===== config.mk =====
export PLATFORM = sky130hd
export DESIGN_NAME = integer_to_ascii_formatter
export DESIGN_NICKNAME = d
export VERILOG_FILES = /design/src/rtl/core/ita_pkg.sv /design/src/rtl/core/ita_front.sv /design/src/rtl/core/ita_queue.sv /design/src/rtl/core/ita_back.sv /design/src/rtl/core/integer_to_ascii_formatter.sv
export VERILOG_INCLUDE_DIRS = /design/src /design/src/rtl/core
export SDC_FILE = /design/constraint.sdc
export NUM_CORES = 1
export LEC_CHECK = 0
export ABC_AREA = 0
export BUFFER_PORTS_ARGS = -buffer_cell sky130_fd_sc_hd__buf_2
export CAP_MARGIN = 20
export CORE_MARGIN = 4
export CORE_UTILIZATION = 56
export CTS_CLUSTER_DIAMETER = 50
export CTS_CLUSTER_SIZE = 25
export DETAILED_ROUTE_END_ITERATION = 8
export GPL_TIMING_DRIVEN = 0
export PLACE_DENSITY = 0.87
export SLEW_MARGIN = 20
export SYNTH_ARGS = -nofsm -noshare
export SYNTH_HDL_FRONTEND = slang
export SYNTH_SLANG_ARGS = --single-unit

===== constraint.sdc =====
create_clock -name clock -period 5.25 [get_ports clock]
set_input_delay 0.2625 -clock clock [delete_from_list [all_inputs] [get_ports clock]]
set_output_delay 0.2625 -clock clock [all_outputs]
set_load 0.02 [all_outputs]

===== src/rtl/core/assert_macros.svh =====
// ----------------------------------------------------------------------------
// Assertion macros
// Shared concurrent assertion forms for the integer formatter RTL.
// ----------------------------------------------------------------------------
`ifndef ASSERT_MACROS_SVH
`define ASSERT_MACROS_SVH
`ifndef NO_ASSERTIONS
`define ITA_ASSERT_IMPL(label, clk, rst, ante, cons) \
   label: assert property (@(posedge clk) disable iff (rst) (ante) |-> (cons)) \
      else $error("ita assertion failed");
`define ITA_ASSERT_NEXT(label, clk, rst, ante, cons) \
   label: assert property (@(posedge clk) disable iff (rst) (ante) |=> (cons)) \
      else $error("ita assertion failed");
`else
`define ITA_ASSERT_IMPL(label, clk, rst, ante, cons)
`define ITA_ASSERT_NEXT(label, clk, rst, ante, cons)
`endif
`endif


===== src/rtl/core/ita_pkg.sv =====
// ----------------------------------------------------------------------------
// ita_pkg
// Types, constants and helpers shared by the integer formatter modules.
// ----------------------------------------------------------------------------
package ita_pkg;

   localparam int VALUE_W         = 64;
   localparam int FIELD_W         = 6;
   localparam int DIG_MAX         = 22;
   localparam int DIG_IDX_W       = $clog2(DIG_MAX);
   localparam int MAX_WIDTH_DEF   = 63;
   localparam int QUEUE_DEPTH_DEF = 2;

   localparam logic [1:0] RADIX_DEC = 2'd0;
   localparam logic [1:0] RADIX_OCT = 2'd1;
   localparam logic [1:0] RADIX_HEX = 2'd2;

   localparam logic [7:0] CHAR_ZERO    = 8'h30;
   localparam logic [7:0] CHAR_SPACE   = 8'h20;
   localparam logic [7:0] CHAR_MINUS   = 8'h2D;
   localparam logic [7:0] CHAR_PLUS    = 8'h2B;
   localparam logic [7:0] CHAR_A_UPPER = 8'h41;
   localparam logic [7:0] CHAR_A_LOWER = 8'h61;

   typedef struct packed {
      logic [VALUE_W-1:0] value;
      logic               is_signed;
      logic [1:0]         radix_sel;
      logic               upper_case;
      logic [FIELD_W-1:0] field_width;
      logic [FIELD_W-1:0] min_digits;
      logic               digits_given;
      logic               flush_left;
      logic               plus_flag;
      logic               space_flag;
      logic               zero_flag;
   } req_type;

   typedef struct packed {
      logic [7:0] out_char;
      logic       last;
   } rsp_type;

   typedef struct packed {
      logic [VALUE_W-1:0] mag;
      logic               has_sign;
      logic [7:0]         sign_char;
      logic [1:0]         radix;
      logic               upper;
      logic [FIELD_W-1:0] fw;
      logic [FIELD_W-1:0] prec;
      logic               pgiven;
      logic               left;
      logic               zero_pad;
   } job_type;

   function automatic logic [7:0] digit_char(input logic [3:0] d, input logic upper);
      logic [7:0] letter_base;
      letter_base = upper ? CHAR_A_UPPER : CHAR_A_LOWER;
      if (d < 4'd10) begin
         return CHAR_ZERO + {4'b0, d};
      end
      return letter_base + {4'b0, d} - 8'd10;
   endfunction

endpackage


===== src/rtl/core/ita_front.sv =====
// ----------------------------------------------------------------------------
// ita_front
// Classifies an incoming beat: sign prefix, magnitude, radix and padding mode.
// ----------------------------------------------------------------------------
module ita_front (
   input  logic             push,
   input  logic             q_full,
   input  ita_pkg::req_type req_data,
   output logic             job_push,
   output ita_pkg::job_type job
);

   logic negative;

   assign negative = req_data.is_signed & req_data.value[ita_pkg::VALUE_W-1];
   assign job_push = push & ~q_full;

   always_comb begin
      job.mag       = negative ? (ita_pkg::VALUE_W'(0) - req_data.value) : req_data.value;
      job.has_sign  = negative |
                      (req_data.is_signed & (req_data.plus_flag | req_data.space_flag));
      if (negative) begin
         job.sign_char = ita_pkg::CHAR_MINUS;
      end else if (req_data.plus_flag) begin
         job.sign_char = ita_pkg::CHAR_PLUS;
      end else begin
         job.sign_char = ita_pkg::CHAR_SPACE;
      end
      case (req_data.radix_sel)
         ita_pkg::RADIX_DEC: job.radix = ita_pkg::RADIX_DEC;
         ita_pkg::RADIX_OCT: job.radix = ita_pkg::RADIX_OCT;
         default:            job.radix = ita_pkg::RADIX_HEX;
      endcase
      job.upper    = req_data.upper_case;
      job.fw       = req_data.field_width;
      job.prec     = req_data.min_digits;
      job.pgiven   = req_data.digits_given;
      job.left     = req_data.flush_left;
      job.zero_pad = req_data.zero_flag & ~req_data.flush_left & ~req_data.digits_given;
   end

endmodule


===== src/rtl/core/ita_queue.sv =====
// ----------------------------------------------------------------------------
// ita_queue
// Short first-in first-out buffer of classified jobs between front and back.
// ----------------------------------------------------------------------------
module ita_queue #(
   parameter int DEPTH = ita_pkg::QUEUE_DEPTH_DEF
) (
   input  logic             clock,
   input  logic             reset,
   input  logic             wr_en,
   input  ita_pkg::job_type wr_data,
   output logic             q_full,
   output logic             q_empty,
   input  logic             rd_en,
   output ita_pkg::job_type rd_data
);

   localparam int PTR_W = (DEPTH > 1) ? $clog2(DEPTH) : 1;
   localparam int CNT_W = $clog2(DEPTH + 1);

   ita_pkg::job_type store_ff [DEPTH];
   logic [PTR_W-1:0] wr_ptr_ff, wr_ptr_in;
   logic [PTR_W-1:0] rd_ptr_ff, rd_ptr_in;
   logic [CNT_W-1:0] count_ff, count_in;
   logic             do_wr, do_rd;

   assign q_full  = (count_ff == CNT_W'(DEPTH));
   assign q_empty = (count_ff == '0);
   assign do_wr   = wr_en & ~q_full;
   assign do_rd   = rd_en & ~q_empty;
   assign rd_data = store_ff[rd_ptr_ff];

   always_comb begin
      wr_ptr_in = wr_ptr_ff;
      rd_ptr_in = rd_ptr_ff;
      count_in  = count_ff;
      if (do_wr) begin
         wr_ptr_in = (wr_ptr_ff == PTR_W'(DEPTH - 1)) ? '0 : wr_ptr_ff + 1'b1;
      end
      if (do_rd) begin
         rd_ptr_in = (rd_ptr_ff == PTR_W'(DEPTH - 1)) ? '0 : rd_ptr_ff + 1'b1;
      end
      if (do_wr & ~do_rd) begin
         count_in = count_ff + 1'b1;
      end else if (do_rd & ~do_wr) begin
         count_in = count_ff - 1'b1;
      end
   end

   always_ff @(posedge clock) begin
      if (do_wr) begin
         store_ff[wr_ptr_ff] <= wr_data;
      end
   end

   always_ff @(posedge clock) begin
      if (reset) begin
         wr_ptr_ff <= '0;
         rd_ptr_ff <= '0;
         count_ff  <= '0;
      end else begin
         wr_ptr_ff <= wr_ptr_in;
         rd_ptr_ff <= rd_ptr_in;
         count_ff  <= count_in;
      end
   end

endmodule


===== src/rtl/core/ita_back.sv =====
// ----------------------------------------------------------------------------
// ita_back
// Converts the magnitude to digits, sizes the field and emits its characters.
// ----------------------------------------------------------------------------
`include "assert_macros.svh"

module ita_back #(
   parameter int MAX_WIDTH = ita_pkg::MAX_WIDTH_DEF
) (
   input  logic             clock,
   input  logic             reset,
   input  logic             job_valid,
   input  ita_pkg::job_type job,
   output logic             job_take,
   input  logic             rsp_pop,
   output logic             rsp_empty,
   output ita_pkg::rsp_type rsp_data
);

   localparam int CNT_W = $clog2(MAX_WIDTH + 2);
   localparam int IDX_W = ita_pkg::DIG_IDX_W;
   localparam int VW    = ita_pkg::VALUE_W;
   localparam int BIT_W = $clog2(VW);

   typedef enum logic [2:0] {
      ST_IDLE, ST_DABBLE, ST_SCAN, ST_SIZE, ST_PLAN, ST_BOUND, ST_EMIT
   } state_type;

   state_type                  state_ff, state_in;
   logic [VW-1:0]              mag_ff, mag_in;
   logic [3:0]                 digits_ff [ita_pkg::DIG_MAX];
   logic [3:0]                 digits_in [ita_pkg::DIG_MAX];
   logic [IDX_W-1:0]           dig_idx_ff, dig_idx_in;
   logic [BIT_W-1:0]           bit_cnt_ff, bit_cnt_in;
   logic                       has_sign_ff, has_sign_in;
   logic [7:0]                 sign_char_ff, sign_char_in;
   logic                       is_dec_ff, is_dec_in;
   logic                       upper_ff, upper_in;
   logic [ita_pkg::FIELD_W-1:0] fw_ff, fw_in;
   logic [ita_pkg::FIELD_W-1:0] prec_ff, prec_in;
   logic                       pgiven_ff, pgiven_in;
   logic                       left_ff, left_in;
   logic                       zero_pad_ff, zero_pad_in;
   logic [CNT_W-1:0]           mindig_ff, mindig_in;
   logic [CNT_W-1:0]           fwc_ff, fwc_in;
   logic [CNT_W-1:0]           total_ff, total_in;
   logic [CNT_W-1:0]           pad_ff, pad_in;
   logic [CNT_W-1:0]           b1_ff, b1_in;
   logic [CNT_W-1:0]           b2_ff, b2_in;
   logic [CNT_W-1:0]           b3_ff, b3_in;
   logic [CNT_W-1:0]           b4_ff, b4_in;
   logic [CNT_W-1:0]           pos_ff, pos_in;
   logic                       out_valid_ff, out_valid_in;
   ita_pkg::rsp_type           out_data_ff, out_data_in;

   logic [VW+23:0]             hex_ext;
   logic [VW+1:0]              oct_ext;
   logic [3:0]                 adj [ita_pkg::DIG_MAX];
   logic [3:0]                 shifted [ita_pkg::DIG_MAX];
   logic [3:0]                 cur_dig;
   logic [CNT_W-1:0]           nd;
   logic [CNT_W-1:0]           fw_c, prec_c, mindig_base, body, zc;
   logic [CNT_W-1:0]           dig_left;
   logic                       emit, last_char, bcd_ok, dig_slot;
   logic [7:0]                 emit_char;

   assign hex_ext   = {24'b0, job.mag};
   assign oct_ext   = {2'b0, job.mag};
   assign cur_dig   = digits_ff[dig_idx_ff];
   assign nd        = CNT_W'(dig_idx_ff) + 1'b1;
   assign job_take  = (state_ff == ST_IDLE) & job_valid;
   assign emit      = (state_ff == ST_EMIT) & (~out_valid_ff | rsp_pop);
   assign last_char = (pos_ff == total_ff - 1'b1);
   assign dig_slot  = (pos_ff >= b3_ff) && (pos_ff < b4_ff);
   assign dig_left  = b4_ff - pos_ff - 1'b1;
   assign rsp_empty = ~out_valid_ff;
   assign rsp_data  = out_data_ff;

   always_comb begin
      for (int i = 0; i < ita_pkg::DIG_MAX; i++) begin
         adj[i] = (digits_ff[i] >= 4'd5) ? digits_ff[i] + 4'd3 : digits_ff[i];
      end
      shifted[0] = {adj[0][2:0], mag_ff[VW-1]};
      for (int i = 1; i < ita_pkg::DIG_MAX; i++) begin
         shifted[i] = {adj[i][2:0], adj[i-1][3]};
      end
      bcd_ok = 1'b1;
      for (int i = 0; i < ita_pkg::DIG_MAX; i++) begin
         if (digits_ff[i] > 4'd9) begin
            bcd_ok = 1'b0;
         end
      end
   end

   always_comb begin
      fw_c        = (int'(fw_ff) > MAX_WIDTH) ? CNT_W'(MAX_WIDTH) : CNT_W'(fw_ff);
      prec_c      = (int'(prec_ff) > MAX_WIDTH) ? CNT_W'(MAX_WIDTH) : CNT_W'(prec_ff);
      mindig_base = pgiven_ff ? prec_c : CNT_W'(1);
      body        = mindig_ff + CNT_W'(has_sign_ff);
      zc          = (mindig_ff - nd) + (zero_pad_ff ? pad_ff : '0);
      if (pos_ff < b1_ff) begin
         emit_char = ita_pkg::CHAR_SPACE;
      end else if (pos_ff < b2_ff) begin
         emit_char = sign_char_ff;
      end else if (pos_ff < b3_ff) begin
         emit_char = ita_pkg::CHAR_ZERO;
      end else if (pos_ff < b4_ff) begin
         emit_char = ita_pkg::digit_char(cur_dig, upper_ff);
      end else begin
         emit_char = ita_pkg::CHAR_SPACE;
      end
   end

   always_comb begin
      state_in     = state_ff;
      mag_in       = mag_ff;
      digits_in    = digits_ff;
      dig_idx_in   = dig_idx_ff;
      bit_cnt_in   = bit_cnt_ff;
      has_sign_in  = has_sign_ff;
      sign_char_in = sign_char_ff;
      is_dec_in    = is_dec_ff;
      upper_in     = upper_ff;
      fw_in        = fw_ff;
      prec_in      = prec_ff;
      pgiven_in    = pgiven_ff;
      left_in      = left_ff;
      zero_pad_in  = zero_pad_ff;
      mindig_in    = mindig_ff;
      fwc_in       = fwc_ff;
      total_in     = total_ff;
      pad_in       = pad_ff;
      b1_in        = b1_ff;
      b2_in        = b2_ff;
      b3_in        = b3_ff;
      b4_in        = b4_ff;
      pos_in       = pos_ff;
      out_valid_in = rsp_pop ? 1'b0 : out_valid_ff;
      out_data_in  = out_data_ff;
      case (state_ff)
         ST_IDLE: begin
            if (job_valid) begin
               mag_in       = job.mag;
               has_sign_in  = job.has_sign;
               sign_char_in = job.sign_char;
               is_dec_in    = (job.radix == ita_pkg::RADIX_DEC);
               upper_in     = job.upper;
               fw_in        = job.fw;
               prec_in      = job.prec;
               pgiven_in    = job.pgiven;
               left_in      = job.left;
               zero_pad_in  = job.zero_pad;
               bit_cnt_in   = '0;
               dig_idx_in   = IDX_W'(ita_pkg::DIG_MAX - 1);
               for (int i = 0; i < ita_pkg::DIG_MAX; i++) begin
                  case (job.radix)
                     ita_pkg::RADIX_DEC: digits_in[i] = 4'd0;
                     ita_pkg::RADIX_OCT: digits_in[i] = {1'b0, oct_ext[3*i +: 3]};
                     default:            digits_in[i] = hex_ext[4*i +: 4];
                  endcase
               end
               state_in = (job.radix == ita_pkg::RADIX_DEC) ? ST_DABBLE : ST_SCAN;
            end
         end
         ST_DABBLE: begin
            digits_in  = shifted;
            mag_in     = {mag_ff[VW-2:0], 1'b0};
            bit_cnt_in = bit_cnt_ff + 1'b1;
            if (bit_cnt_ff == BIT_W'(VW - 1)) begin
               state_in = ST_SCAN;
            end
         end
         ST_SCAN: begin
            if ((cur_dig != 4'd0) || (dig_idx_ff == '0)) begin
               state_in = ST_SIZE;
            end else begin
               dig_idx_in = dig_idx_ff - 1'b1;
            end
         end
         ST_SIZE: begin
            fwc_in    = fw_c;
            mindig_in = (mindig_base > nd) ? mindig_base : nd;
            state_in  = ST_PLAN;
         end
         ST_PLAN: begin
            total_in = (body > fwc_ff) ? body : fwc_ff;
            pad_in   = ((body > fwc_ff) ? body : fwc_ff) - body;
            state_in = ST_BOUND;
         end
         ST_BOUND: begin
            b1_in    = (~left_ff & ~zero_pad_ff) ? pad_ff : '0;
            b2_in    = ((~left_ff & ~zero_pad_ff) ? pad_ff : '0) + CNT_W'(has_sign_ff);
            b3_in    = ((~left_ff & ~zero_pad_ff) ? pad_ff : '0) + CNT_W'(has_sign_ff) + zc;
            b4_in    = total_ff - (left_ff ? pad_ff : '0);
            pos_in   = '0;
            state_in = ST_EMIT;
         end
         ST_EMIT: begin
            if (emit) begin
               out_valid_in         = 1'b1;
               out_data_in.out_char = emit_char;
               out_data_in.last     = last_char;
               pos_in               = pos_ff + 1'b1;
               if (dig_slot && (dig_idx_ff != '0)) begin
                  dig_idx_in = dig_idx_ff - 1'b1;
               end
               if (last_char) begin
                  state_in = ST_IDLE;
               end
            end
         end
         default: begin
            state_in = ST_IDLE;
         end
      endcase
   end

   always_ff @(posedge clock) begin
      mag_ff       <= mag_in;
      digits_ff    <= digits_in;
      dig_idx_ff   <= dig_idx_in;
      bit_cnt_ff   <= bit_cnt_in;
      has_sign_ff  <= has_sign_in;
      sign_char_ff <= sign_char_in;
      is_dec_ff    <= is_dec_in;
      upper_ff     <= upper_in;
      fw_ff        <= fw_in;
      prec_ff      <= prec_in;
      pgiven_ff    <= pgiven_in;
      left_ff      <= left_in;
      zero_pad_ff  <= zero_pad_in;
      mindig_ff    <= mindig_in;
      fwc_ff       <= fwc_in;
      total_ff     <= total_in;
      pad_ff       <= pad_in;
      b1_ff        <= b1_in;
      b2_ff        <= b2_in;
      b3_ff        <= b3_in;
      b4_ff        <= b4_in;
      pos_ff       <= pos_in;
      out_data_ff  <= out_data_in;
      if (reset) begin
         state_ff     <= ST_IDLE;
         out_valid_ff <= 1'b0;
      end else begin
         state_ff     <= state_in;
         out_valid_ff <= out_valid_in;
      end
   end

   `ITA_ASSERT_IMPL(a_emit_in_field, clock, reset, state_ff == ST_EMIT, pos_ff < total_ff)
   `ITA_ASSERT_IMPL(a_bcd_digits, clock, reset, (state_ff == ST_SCAN) && is_dec_ff, bcd_ok)
   `ITA_ASSERT_NEXT(a_last_ends_item, clock, reset, emit && last_char, state_ff == ST_IDLE)
   `ITA_ASSERT_IMPL(a_digit_index, clock, reset, emit && dig_slot, CNT_W'(dig_idx_ff) == dig_left)

endmodule


===== src/rtl/core/integer_to_ascii_formatter.sv =====
// The back end loads an accepted request from the queue, runs the decimal conversion
// (none for octal or hex), scans for the leading digit, sizes the field in its SIZE, PLAN
// and BOUND states and registers the first character; the field then leaves one per cycle
// while the result register is empty or popped. The next job is taken once a field ends.
// Reset is synchronous and active high; it empties the queue and the result register.
// ----------------------------------------------------------------------------
// integer_to_ascii_formatter
// Formats a 64-bit integer as a printf-style ASCII field, one character a beat.
// ----------------------------------------------------------------------------
module integer_to_ascii_formatter #(
   parameter int MAX_WIDTH   = ita_pkg::MAX_WIDTH_DEF,
   parameter int QUEUE_DEPTH = ita_pkg::QUEUE_DEPTH_DEF
) (
   input  logic             clock,
   input  logic             reset,
   input  logic             push,
   output logic             full,
   input  ita_pkg::req_type req_data,
   output logic             empty,
   input  logic             pop,
   output ita_pkg::rsp_type rsp_data
);

   ita_pkg::job_type front_job;
   ita_pkg::job_type queue_job;
   logic             job_push;
   logic             q_empty;
   logic             job_take;

   ita_front u_front (
      .push     (push),
      .q_full   (full),
      .req_data (req_data),
      .job_push (job_push),
      .job      (front_job)
   );

   ita_queue #(
      .DEPTH (QUEUE_DEPTH)
   ) u_queue (
      .clock   (clock),
      .reset   (reset),
      .wr_en   (job_push),
      .wr_data (front_job),
      .q_full  (full),
      .q_empty (q_empty),
      .rd_en   (job_take),
      .rd_data (queue_job)
   );

   ita_back #(
      .MAX_WIDTH (MAX_WIDTH)
   ) u_back (
      .clock     (clock),
      .reset     (reset),
      .job_valid (~q_empty),
      .job       (queue_job),
      .job_take  (job_take),
      .rsp_pop   (pop),
      .rsp_empty (empty),
      .rsp_data  (rsp_data)
   );

endmodule


# [Yosys cells after proc, flatten, opt, wreduce, memory -nomap -nowiden]
# Memories as Yosys holds them, arrays and structs flattened. A register that Yosys moved wholly into a read port is not among the register bits.
# Index checks and enable logic that the tools add are counted.
[word_totals] reg_bits=267 ramBits=182 in_bits=89 elab_cells=285 n_memories=1
[memory_table] memory="u_queue.store_ff" depth=2 word_bits=91 rd=1 rd_ports_with_merged_regs=1 wr=1 line_no="ita_queue.sv:21" text="ita_pkg::job_type store_ff [DEPTH];"
[classes] n_addsub=42 order_cmp=31 eq_ne=18 muxes=99 bitwise=25 reduce_logical=20
[ops] op="$pmux 88 s2" count=1
[ops] op="$mux 64" count=2
[ops] op="$pmux 4 s2" count=16
[ops] op="$pmux 64 s2" count=1
[ops] op="$mux 4" count=24
[ops] op="$ge 4x3->1 const B" count=22
[ops] op="$mux 88" count=1
[ops] op="$add 4x2->4 const B" count=21
[ops] op="$sub 1x64->64 const A" count=1
[ops] op="$mux 8" count=6
[ops] op="$mux 7" count=6
[ops] op="$mux 3" count=11
[ops] op="$lt 7x7->1" count=4
[ops] op="$pmux 3 s7" count=1
[ops] op="$sub 7x7->7" count=3
[ops] op="$bmux 4 s5" count=1
[ops] op="$mux 5" count=4
[ops] op="$mux 6" count=3
[ops] op="$mux 1" count=15
[ops] op="$pmux 5 s3" count=1
[ops] op="$add 7x1->7" count=2
[ops] op="$add 7x7->7" count=2
[ops] op="$pmux 7 s2" count=1
[ops] op="$and 1x1->1" count=12
[ops] op="43 further kinds" count=74

# [Depth between registers and ports, before layout]
# Gate-level depths: netlist of the first run.
[logic_depth] ltp_word=14 depth_mapped=18 ltp_nobuf=18

# [Modules after synthesis]
# Synthesis of the first run repeated with hierarchy kept, for this count alone.
[hier_totals] hier_cells=2108 area_unflattened_um2=24616.1
[by_module_without_submodules] module="ita_back" n_inst=1 cells_per_inst=1530 area_each_um2=15985.3 seq_area_each_um2=7827.5
[by_module_without_submodules] module="ita_queue" n_inst=1 cells_per_inst=308 area_each_um2=6780.3 seq_area_each_um2=5565.3
[by_module_without_submodules] module="ita_front" n_inst=1 cells_per_inst=269 area_each_um2=1846.8 seq_area_each_um2=0.0
[by_module_without_submodules] module="integer_to_ascii_formatter" n_inst=1 cells_per_inst=1 area_each_um2=3.8 seq_area_each_um2=0.0

# [Least setup slack after synthesis of the first run]
# OpenSTA, ideal clock, no wires.
[synth_timing] path_kind="register to register" startpoint="reg u_back.state_ff[2]" endpoint="reg u_back.bit_cnt_ff[0], enable pin" setup_ps=1311 arrival_ps=3837 required_ps=3939 path_slack_ps=102 path_stages_with_launch=6 n_path_buf=2 cell_sequence="dfxtp_1 > nor2_1 > nand2_1 > clkbuf_1 > buf_1 > nand2_1"
[synth_between] elab_chain_cells=3
[synth_rtl] item="start: declaration" line_no="ita_back.sv:29" text="state_type state_ff, state_in;"
[synth_rtl] item="start signal: assignment" line_no="ita_back.sv:246" text="state_ff <= state_in;"
[synth_rtl] item="$eq 3x1->1 / $logic_not 3->1 (equally long branches)" line_no="ita_back.sv:140" text="case (state_ff)"
[synth_rtl] item="$reduce_bool 2->1 (no source line) / $ne 2x2->1 (equally long branches)"
[synth_rtl] item="$reduce_and 2->1 (no source line) (*)"
[synth_rtl] item="end signal: assignment" line_no="ita_back.sv:222" text="bit_cnt_ff <= bit_cnt_in;"
[synth_rtl] item="end: declaration" line_no="ita_back.sv:34" text="logic [BIT_W-1:0] bit_cnt_ff, bit_cnt_in;"
# Mark *: on every way between the ends. The rest lies on a longest branch, timed or not.
# A chain may end at the register's enable or synchronous reset.

# [Final worst setup path of the first run]
[layout_timing] startpoint="reg u_back.has_sign_ff" endpoint="reg u_back.pad_ff[5] (data pin)"
[layout_between] elab_chain_cells=4
[layout_rtl] item="start: declaration" line_no="ita_back.sv:35" text="logic has_sign_ff, has_sign_in;"
[layout_rtl] item="start signal: assignment" line_no="ita_back.sv:223" text="has_sign_ff <= has_sign_in;"
[layout_rtl] item="$add 7x1->7 (*)" line_no="ita_back.sv:99" text="body = mindig_ff + CNT_W'(has_sign_ff);"
[layout_rtl] item="$gt 7x6->1" line_no="ita_back.sv:187" text="pad_in = ((body > fwc_ff) ? body : fwc_ff) - body;"
[layout_rtl] item="$mux 7"
[layout_rtl] item="$sub 7x7->7 (*)" line_no="ita_back.sv:187"
[layout_rtl] item="end signal: assignment" line_no="ita_back.sv:235" text="pad_ff <= pad_in;"
[layout_rtl] item="end: declaration" line_no="ita_back.sv:47" text="logic [CNT_W-1:0] pad_ff, pad_in;"
# Marks and branches as above.

==> out/qor.csv, run 1 <==
stage,metric,value,unit
run_status,status,completed,
logic_synthesis,Mapped Cells,1947,
logic_synthesis,"Async S/R FF share, synth",0,%
routing,number of detailed-routing iterations run before antenna repair,6,
sta,hold slack final,0.02364,ns
floorplanning,overall die area,44820,um2
floorplanning,core region area,40920,um2
min_path,startpoint of the worst hold path,req_data[63],
logic_synthesis,count of flip-flops with a built-in enable after synthesis,424,
critical_path,required time at the worst-slack endpoint,5.55,ns
clocking,Max H-tree Level,2,
place,dpl cell area,24580,um2
logic_synthesis,top cell type's share of synthesized area,54.80,%
routing,post-detailed-routing wire length,60440,um
floorplanning,Die X,211.7,um
global_routing,wire length of the first global-routing pass,93430,um
place,weighted congestion reported at the end of routability-driven placement,0.9571,
floorplanning,DIE HEIGHT,211.7,um
place,number of placed instances with taps included,2584,
min_path,min-delay worst type,in -> reg,
clocking,CTS tree,built,
logic_synthesis,Main synth FF type,edfxtp_1,
sta,RSZ-0062 raised after global routing,false,
clocking,total of cells resized after clock tree synthesis,0,
routing,routed vias/inst,6.373,
pwr,leakage power figure,9.928,nW
global_routing,number of global-route vias before repair,16890,
critical_path,buffer and inverter count on the worst path,1,
routing,Routed Antenna Nets,0,
logic_synthesis,combined area of all synthesized cells,23240,um2
pwr,maximum vdd ir drop,0.0003288,V
place,estimated wirelength of the detail-placed design,43250,um
critical_path,crit path max fanout,6,
routing,number of design-rule violations left by the first detailed-router iteration,2237,
logic_synthesis,library cell with the highest instance count after synthesis,edfxtp_1,
sta,final count of pins violating max slew,0,
global_routing,number of antenna violations at the first check in global routing,1,
sta,Setup TNS,0,ns
clocking,clock latency of the later-clocked register in the worst-skew pair,0.58,ns
logic_synthesis,sequential fraction of the synthesis area,55.57,%
critical_path,CP dominant cell by count,ha_1,
routing,average wire per cell in the routed design,22.65,um
place,port buffer count,97,
clocking,Longest Clk Path Bufs,3,
floorplanning,ports placed on the boundary,100,
critical_path,origin of the critical flop-to-flop path,u_back.has_sign_ff,
critical_path,origin of the worst setup path,u_back.has_sign_ff,
critical_path,maximum cell stage delay along the critical path,0.51,ns
clocking,number of buffers added by the clock tree synthesis step,36,
routing,DRC errors left,0,
sta,Finish-stage setup viols,0,
clocking,library cell used as clock root buffer,clkbuf_16,
logic_synthesis,leading post-synthesis cells by instance count,"edfxtp_1, nand2_1, nor2_1",
layout,fraction of final layout cells with drive strength greater than 1,12.74,%
layout,total non-filler cell area in the finished layout,25990,um2
sta,minimum clock period after layout,4.566,ns
logic_synthesis,number of synthesis warnings,0,
critical_path,family with the most delay on the worst path,compound AO/OA/AOI/OAI gates,
layout,final-stage net count,2324,
critical_path,cell breakdown of the critical path,ha_1 -> ha_1 -> xnor2_1 -> inv_1 -> ha_1 -> o21ai_0 -> nand2b_1 -> a221oi_1 -> a41oi_1 -> nor2_1 -> mux2i_1 -> ha_1 -> a21o_1 -> a21o_1 -> a21o_1 -> a21oi_1 -> xnor2_1,
sta,skew final,0.03193,ns
logic_synthesis,top cells by area in the synthesized netlist,"edfxtp_1, ha_1, a21oi_1",
sta,slew at the pin closest to its max-slew limit,0.9605,ns
pwr,power density normalized to cell area,586.9,nW/um2
logic_synthesis,"FF+latch count, synth",433,
global_routing,total overflow reported by the global router,0,
sta,maximum clock frequency,219.0,MHz
floorplanning,row count,74,
clocking,clock-pin slew on the worst setup and hold paths,0.08,ns
flow_run,max-cap check violation count,0,
routing,total via count after detailed routing,17000,
critical_path,cell type of the slowest stage on the worst timing path,edfxtp_1,
layout,layout overhead on the synthesized area,11.86,%
clocking,TritonCTS Sinks,433,
sta,Max transition margin,35.97,%
sta,count of endpoints failing hold in the final timing report,0,
sta,period utilisation layout,86.98,%
critical_path,Critical Path Start Type,flip-flop,
logic_synthesis,Synthesized Nets,2164,
critical_path,path type of the worst setup path,reg -> reg,
floorplanning,initial core utilization,56.78,%
critical_path,worst endpoint data arrival time,4.87,ns
logic_synthesis,number of different library cells in the post-synthesis netlist,78,
global_routing,GRT Resource Usage Total,26.71,%
logic_synthesis,post-synthesis average cell area,11.93,um2
critical_path,sort of element at the end of the critical path,flip-flop,
layout,non-filler cells in the finished layout,2668,
pwr,Total Power Consumption,0.01526,W
global_routing,pin count of the biggest net entering global routing,60,
logic_synthesis,dominant cell type by area after synthesis,edfxtp_1,
[cell families (layout without fill, tap and decap cells)]
kind of cell             Yosys count  count (layout)  share of synthesized area (%)
AO/OA/AOI/OAI                    403             403                          10.90
XOR/XNOR                         143             143                          5.390
adder cells (fa/ha/maj)          128             128                          7.345
buffers and inverters            192             380                          3.215
flip-flops                       433             433                          55.57
multiplexers                     130             130                          6.607
other                              1               2                        0.01614
AND/OR/NAND/NOR                  517             517                          10.96
[power breakdown]
part | total, W | internal (W) | switching [W]
clock network | 0.00283 | 0.00146 | 0.00137
registers | 0.00621 | 0.00543 | 0.000787
logic | 0.00621 | 0.00239 | 0.00382
[cell type report]
| cell class | count | area, um2 |
|---|---|---|
| plain buffers | 70 | 289.0 |
| clock buffers | 40 | 937.1 |
| repair buffers | 122 | 825.8 |
| diodes | 1 | 2.502 |
| clock inverters | 26 | 292.8 |
| flip-flops and latches | 433 | 12910 |
| well taps | 532 | 665.6 |
| multi-input cells | 1322 | 9609 |
| inverters | 122 | 457.9 |
| fillers | 2898 | 14930 |
[metrics by stage]
step           util [%]  setup slack, ns
6_report          63.51           0.6837
5_1_grt           63.51           0.4028
4_1_cts           63.50           0.6888
3_5_place_dp      60.07           0.7610
3_3_place_gp      59.59           -2.215
2_1_floorplan         -           0.1024
[sequential cells by signal (all words and copies together) (netlist names), 8 cells and up, named ones only]
name              cells
u_queue.store_ff    172
u_back.rsp_data       8
u_back.mag_ff        64
u_back.digits_ff     88
[cells in the final DEF (no fill, tap or decap), types with 31 or more instances in the layout]
cell and n:
clkbuf_1 48, nand2_1 167, ha_1 114, mux2_2 57, edfxtp_1 424, buf_2 100
xor2_1 67, xnor2_1 76, inv_1 120, clkbuf_16 37, o21ai_0 86, a21oi_1 136
nand2b_1 41, mux2i_1 60, a21o_1 51, nor2_1 144, nor3b_1 31
[routing by layer]
layer	track usage [%]	wire length, um
met1	34.15	21900
met2	45.10	29280
met4	11.64	2657
met3	4.698	6592
met5	0	0
[worst paths after layout]
path	slack, ns	endpoint	depth (start not counted)
setup reg to reg	0.68	u_back.pad_ff[5]	17
hold / removal	0.02	u_queue.store_ff[0][69]	2
hold reg to reg	0.47	u_back.fwc_ff[0]	0
setup / recovery	0.68	u_back.pad_ff[5]	17
[timing repair]
item,CTS,global route
buffers inserted,0,0
hold buffers,17,0
endpoints found under the hold margin,34,0
Power figures use the tool's default switching activity.
==> inputs of run 2 (changes only) <==
--- a/config.mk
+++ b/config.mk
@@ -15,7 +15,7 @@
 export CTS_CLUSTER_SIZE = 25
 export DETAILED_ROUTE_END_ITERATION = 8
 export GPL_TIMING_DRIVEN = 0
-export PLACE_DENSITY = 0.87
+export PLACE_DENSITY = 0.84
 export SLEW_MARGIN = 20
 export SYNTH_ARGS = -nofsm -noshare
 export SYNTH_HDL_FRONTEND = slang
==> constraint.sdc (replaced) <==
create_clock -name clock -period 5.42 [get_ports clock]
set_input_delay 0.271 -clock clock [delete_from_list [all_inputs] [get_ports clock]]
set_output_delay 0.271 -clock clock [all_outputs]
set_load 0.02 [all_outputs]
==> out/qor.csv, run 2 (synthesis results as in run 1) <==
stage,metric,value,unit
critical_path,origin of the critical flop-to-flop path,u_back.has_sign_ff,
layout,final-stage net count,2323,
clocking,Longest Clk Path Bufs,3,
layout,max FFs per register,172,
global_routing,pin count of the biggest net entering global routing,55,
routing,post-detailed-routing wire length,55960,um
critical_path,cell breakdown of the critical path,ha_1 -> ha_1 -> xnor2_1 -> inv_1 -> ha_1 -> o21ai_0 -> nand2b_1 -> a221oi_1 -> a41oi_1 -> nor2_1 -> mux2i_1 -> ha_1 -> a21o_1 -> a21o_1 -> a21o_1 -> a21oi_1 -> xnor2_1,
critical_path,path type of the worst setup path,reg -> reg,
place,weighted congestion reported at the end of routability-driven placement,0.9145,
run_status,status,completed,
clocking,library cell used as clock root buffer,clkbuf_16,
floorplanning,overall die area,44820,um2
place,port buffer count,97,
critical_path,cell count along the critical path,17,
clocking,clock latency of the later-clocked register in the worst-skew pair,0.56,ns
critical_path,Worst setup endpoint,u_back.pad_ff[5],
sta,skew final,0.02749,ns
clocking,CTS tree,built,
sta,Max transition margin,34.36,%
critical_path,maximum cell stage delay along the critical path,0.52,ns
pwr,leakage power figure,9.913,nW
critical_path,required time at the worst-slack endpoint,5.70,ns
routing,routed vias/inst,6.140,
clocking,number of buffers added by the clock tree synthesis step,35,
layout,"leading cell type in the layout, fill and taps excluded",edfxtp_1,
floorplanning,core region area,40920,um2
floorplanning,Die X,211.7,um
layout,Final Core Density,63.37,%
floorplanning,DIE HEIGHT,211.7,um
routing,number of design-rule violations left by the first detailed-router iteration,1640,
pwr,power density normalized to cell area,558.2,nW/um2
layout,layout overhead on the synthesized area,11.61,%
global_routing,wire length of the first global-routing pass,87210,um
layout,Fill cells,2959,
place,estimated wirelength of the detail-placed design,41060,um
layout,most frequent cells in the layout,"edfxtp_1, nand2_1, nor2_1",
layout,diode count,0,
global_routing,number of global-route vias before repair,16410,
global_routing,number of antenna violations at the first check in global routing,0,
global_routing,total overflow reported by the global router,0,
clocking,TritonCTS Sinks,433,
floorplanning,initial core utilization,56.78,%
clocking,total of cells resized after clock tree synthesis,0,
sta,minimum clock period after layout,4.587,ns
critical_path,origin of the worst setup path,u_back.has_sign_ff,
critical_path,cell type of the slowest stage on the worst timing path,edfxtp_1,
critical_path,cell count of the worst reg-to-reg path,17,
routing,Routed Antenna Nets,0,
sta,period utilisation layout,84.63,%
sta,RSZ-0062 raised after global routing,false,
critical_path,Critical Path Start Type,flip-flop,
global_routing,GRT Resource Usage Total,24.59,%
critical_path,family with the most delay on the worst path,compound AO/OA/AOI/OAI gates,
sta,slew at the pin closest to its max-slew limit,0.9846,ns
critical_path,slack of the worst reg-to-reg path,0.83,ns
sta,Setup TNS,0,ns
sta,Finish-stage setup viols,0,
sta,final count of pins violating max slew,0,
pwr,maximum vdd ir drop,0.0003085,V
clocking,Max H-tree Level,2,
sta,worst-case setup margin in the final layout,0.8333,ns
place,dpl cell area,24590,um2
critical_path,crit path max fanout,6,
routing,total via count after detailed routing,16350,
routing,average wire per cell in the routed design,21.02,um
sta,maximum clock frequency,218.0,MHz
place,Setup Slack @ Placement,0.9696,ns
critical_path,critical register-to-register path endpoint,u_back.pad_ff[5],
layout,largest registers in the final layout,"u_queue.store_ff: 172 flops, u_back.digits_ff: 88 flops, u_back.mag_ff: 64 flops",
sta,hold slack final,0.03836,ns
flow_run,max-cap check violation count,0,
layout,fraction of final layout cells with drive strength greater than 1,12.63,%
min_path,min-delay worst type,in -> reg,
layout,largest register by flop count,u_queue.store_ff,
routing,number of detailed-routing iterations run before antenna repair,5,
layout,sequential cell area in the final layout,12910,um2
layout,total non-filler cell area in the finished layout,25930,um2
floorplanning,ports placed on the boundary,100,
layout,area of the multi-input gates,9610,um2
critical_path,sort of element at the end of the critical path,flip-flop,
sta,count of endpoints failing hold in the final timing report,0,
critical_path,worst endpoint data arrival time,4.87,ns
routing,DRC errors left,0,
clocking,clock-pin slew on the worst setup and hold paths,0.09,ns
critical_path,buffer and inverter count on the worst path,1,
floorplanning,row count,74,
critical_path,CP dominant cell by count,ha_1,
## run 2: per-layer routing
layer,GRT usage (%),vias up,share of wire [%]
li1,-,7443,-
met1,31.60,7838,39
met2,41.93,877,49
met3,3.275,188,7.8
met4,11.08,0,4.6
met5,0,-,0
## run 2: power by group
group | switching [W] | internal [W]
registers | 0.000705 | 0.00525
logic | 0.00355 | 0.00230
clock network | 0.00127 | 0.00139
total | 0.00553 | 0.00894
## run 2: worst register-to-register path, delay by kind of cell, from the launching register on
kind            cells  cell delay [ns]
xor+xnor            2             0.34
flops               1             0.52
compound gates      7             1.20
fa+ha+maj           4             1.13
mux                 1             0.42
simple gates        2             0.59
buf+inv             1             0.11
## run 2: stage by stage
stage / cells / power [W]
floorplan: 1947 / 0.009946
global placement: 2576 / 0.01110
detailed placement: 2585 / 0.01166
CTS: 2662 / 0.01436
global route: 2662 / 0.01525
finish: 2662 / 0.01448
## run 2: repair_timing
item,in CTS,in global routing
hold buffers,16,0
endpoints found under the hold margin,32,0
buffers inserted,0,0
## run 2: how the worst min path moves through the flow
stage,startpoint,endpoint,depth (start not counted)
floorplan,req_data[12],u_queue.store_ff[0][10],0
global placement,u_back.fw_ff[1],u_back.fwc_ff[1],0
detailed placement,u_back.fw_ff[4],u_back.fwc_ff[4],0
CTS,req_data[19],u_queue.store_ff[1][16],2
global route,req_data[19],u_queue.store_ff[1][16],2
finish,req_data[19],u_queue.store_ff[1][16],2
## run 2: final cells by class
class,count,share of cell area [%]
tap,532,2.567
inverter,122,1.766
clock buffer,37,3.445
clock inverter,24,1.100
buffer,70,1.114
sequential,433,49.79
timing repair buffer,122,3.160
multi-input combinational,1322,37.06
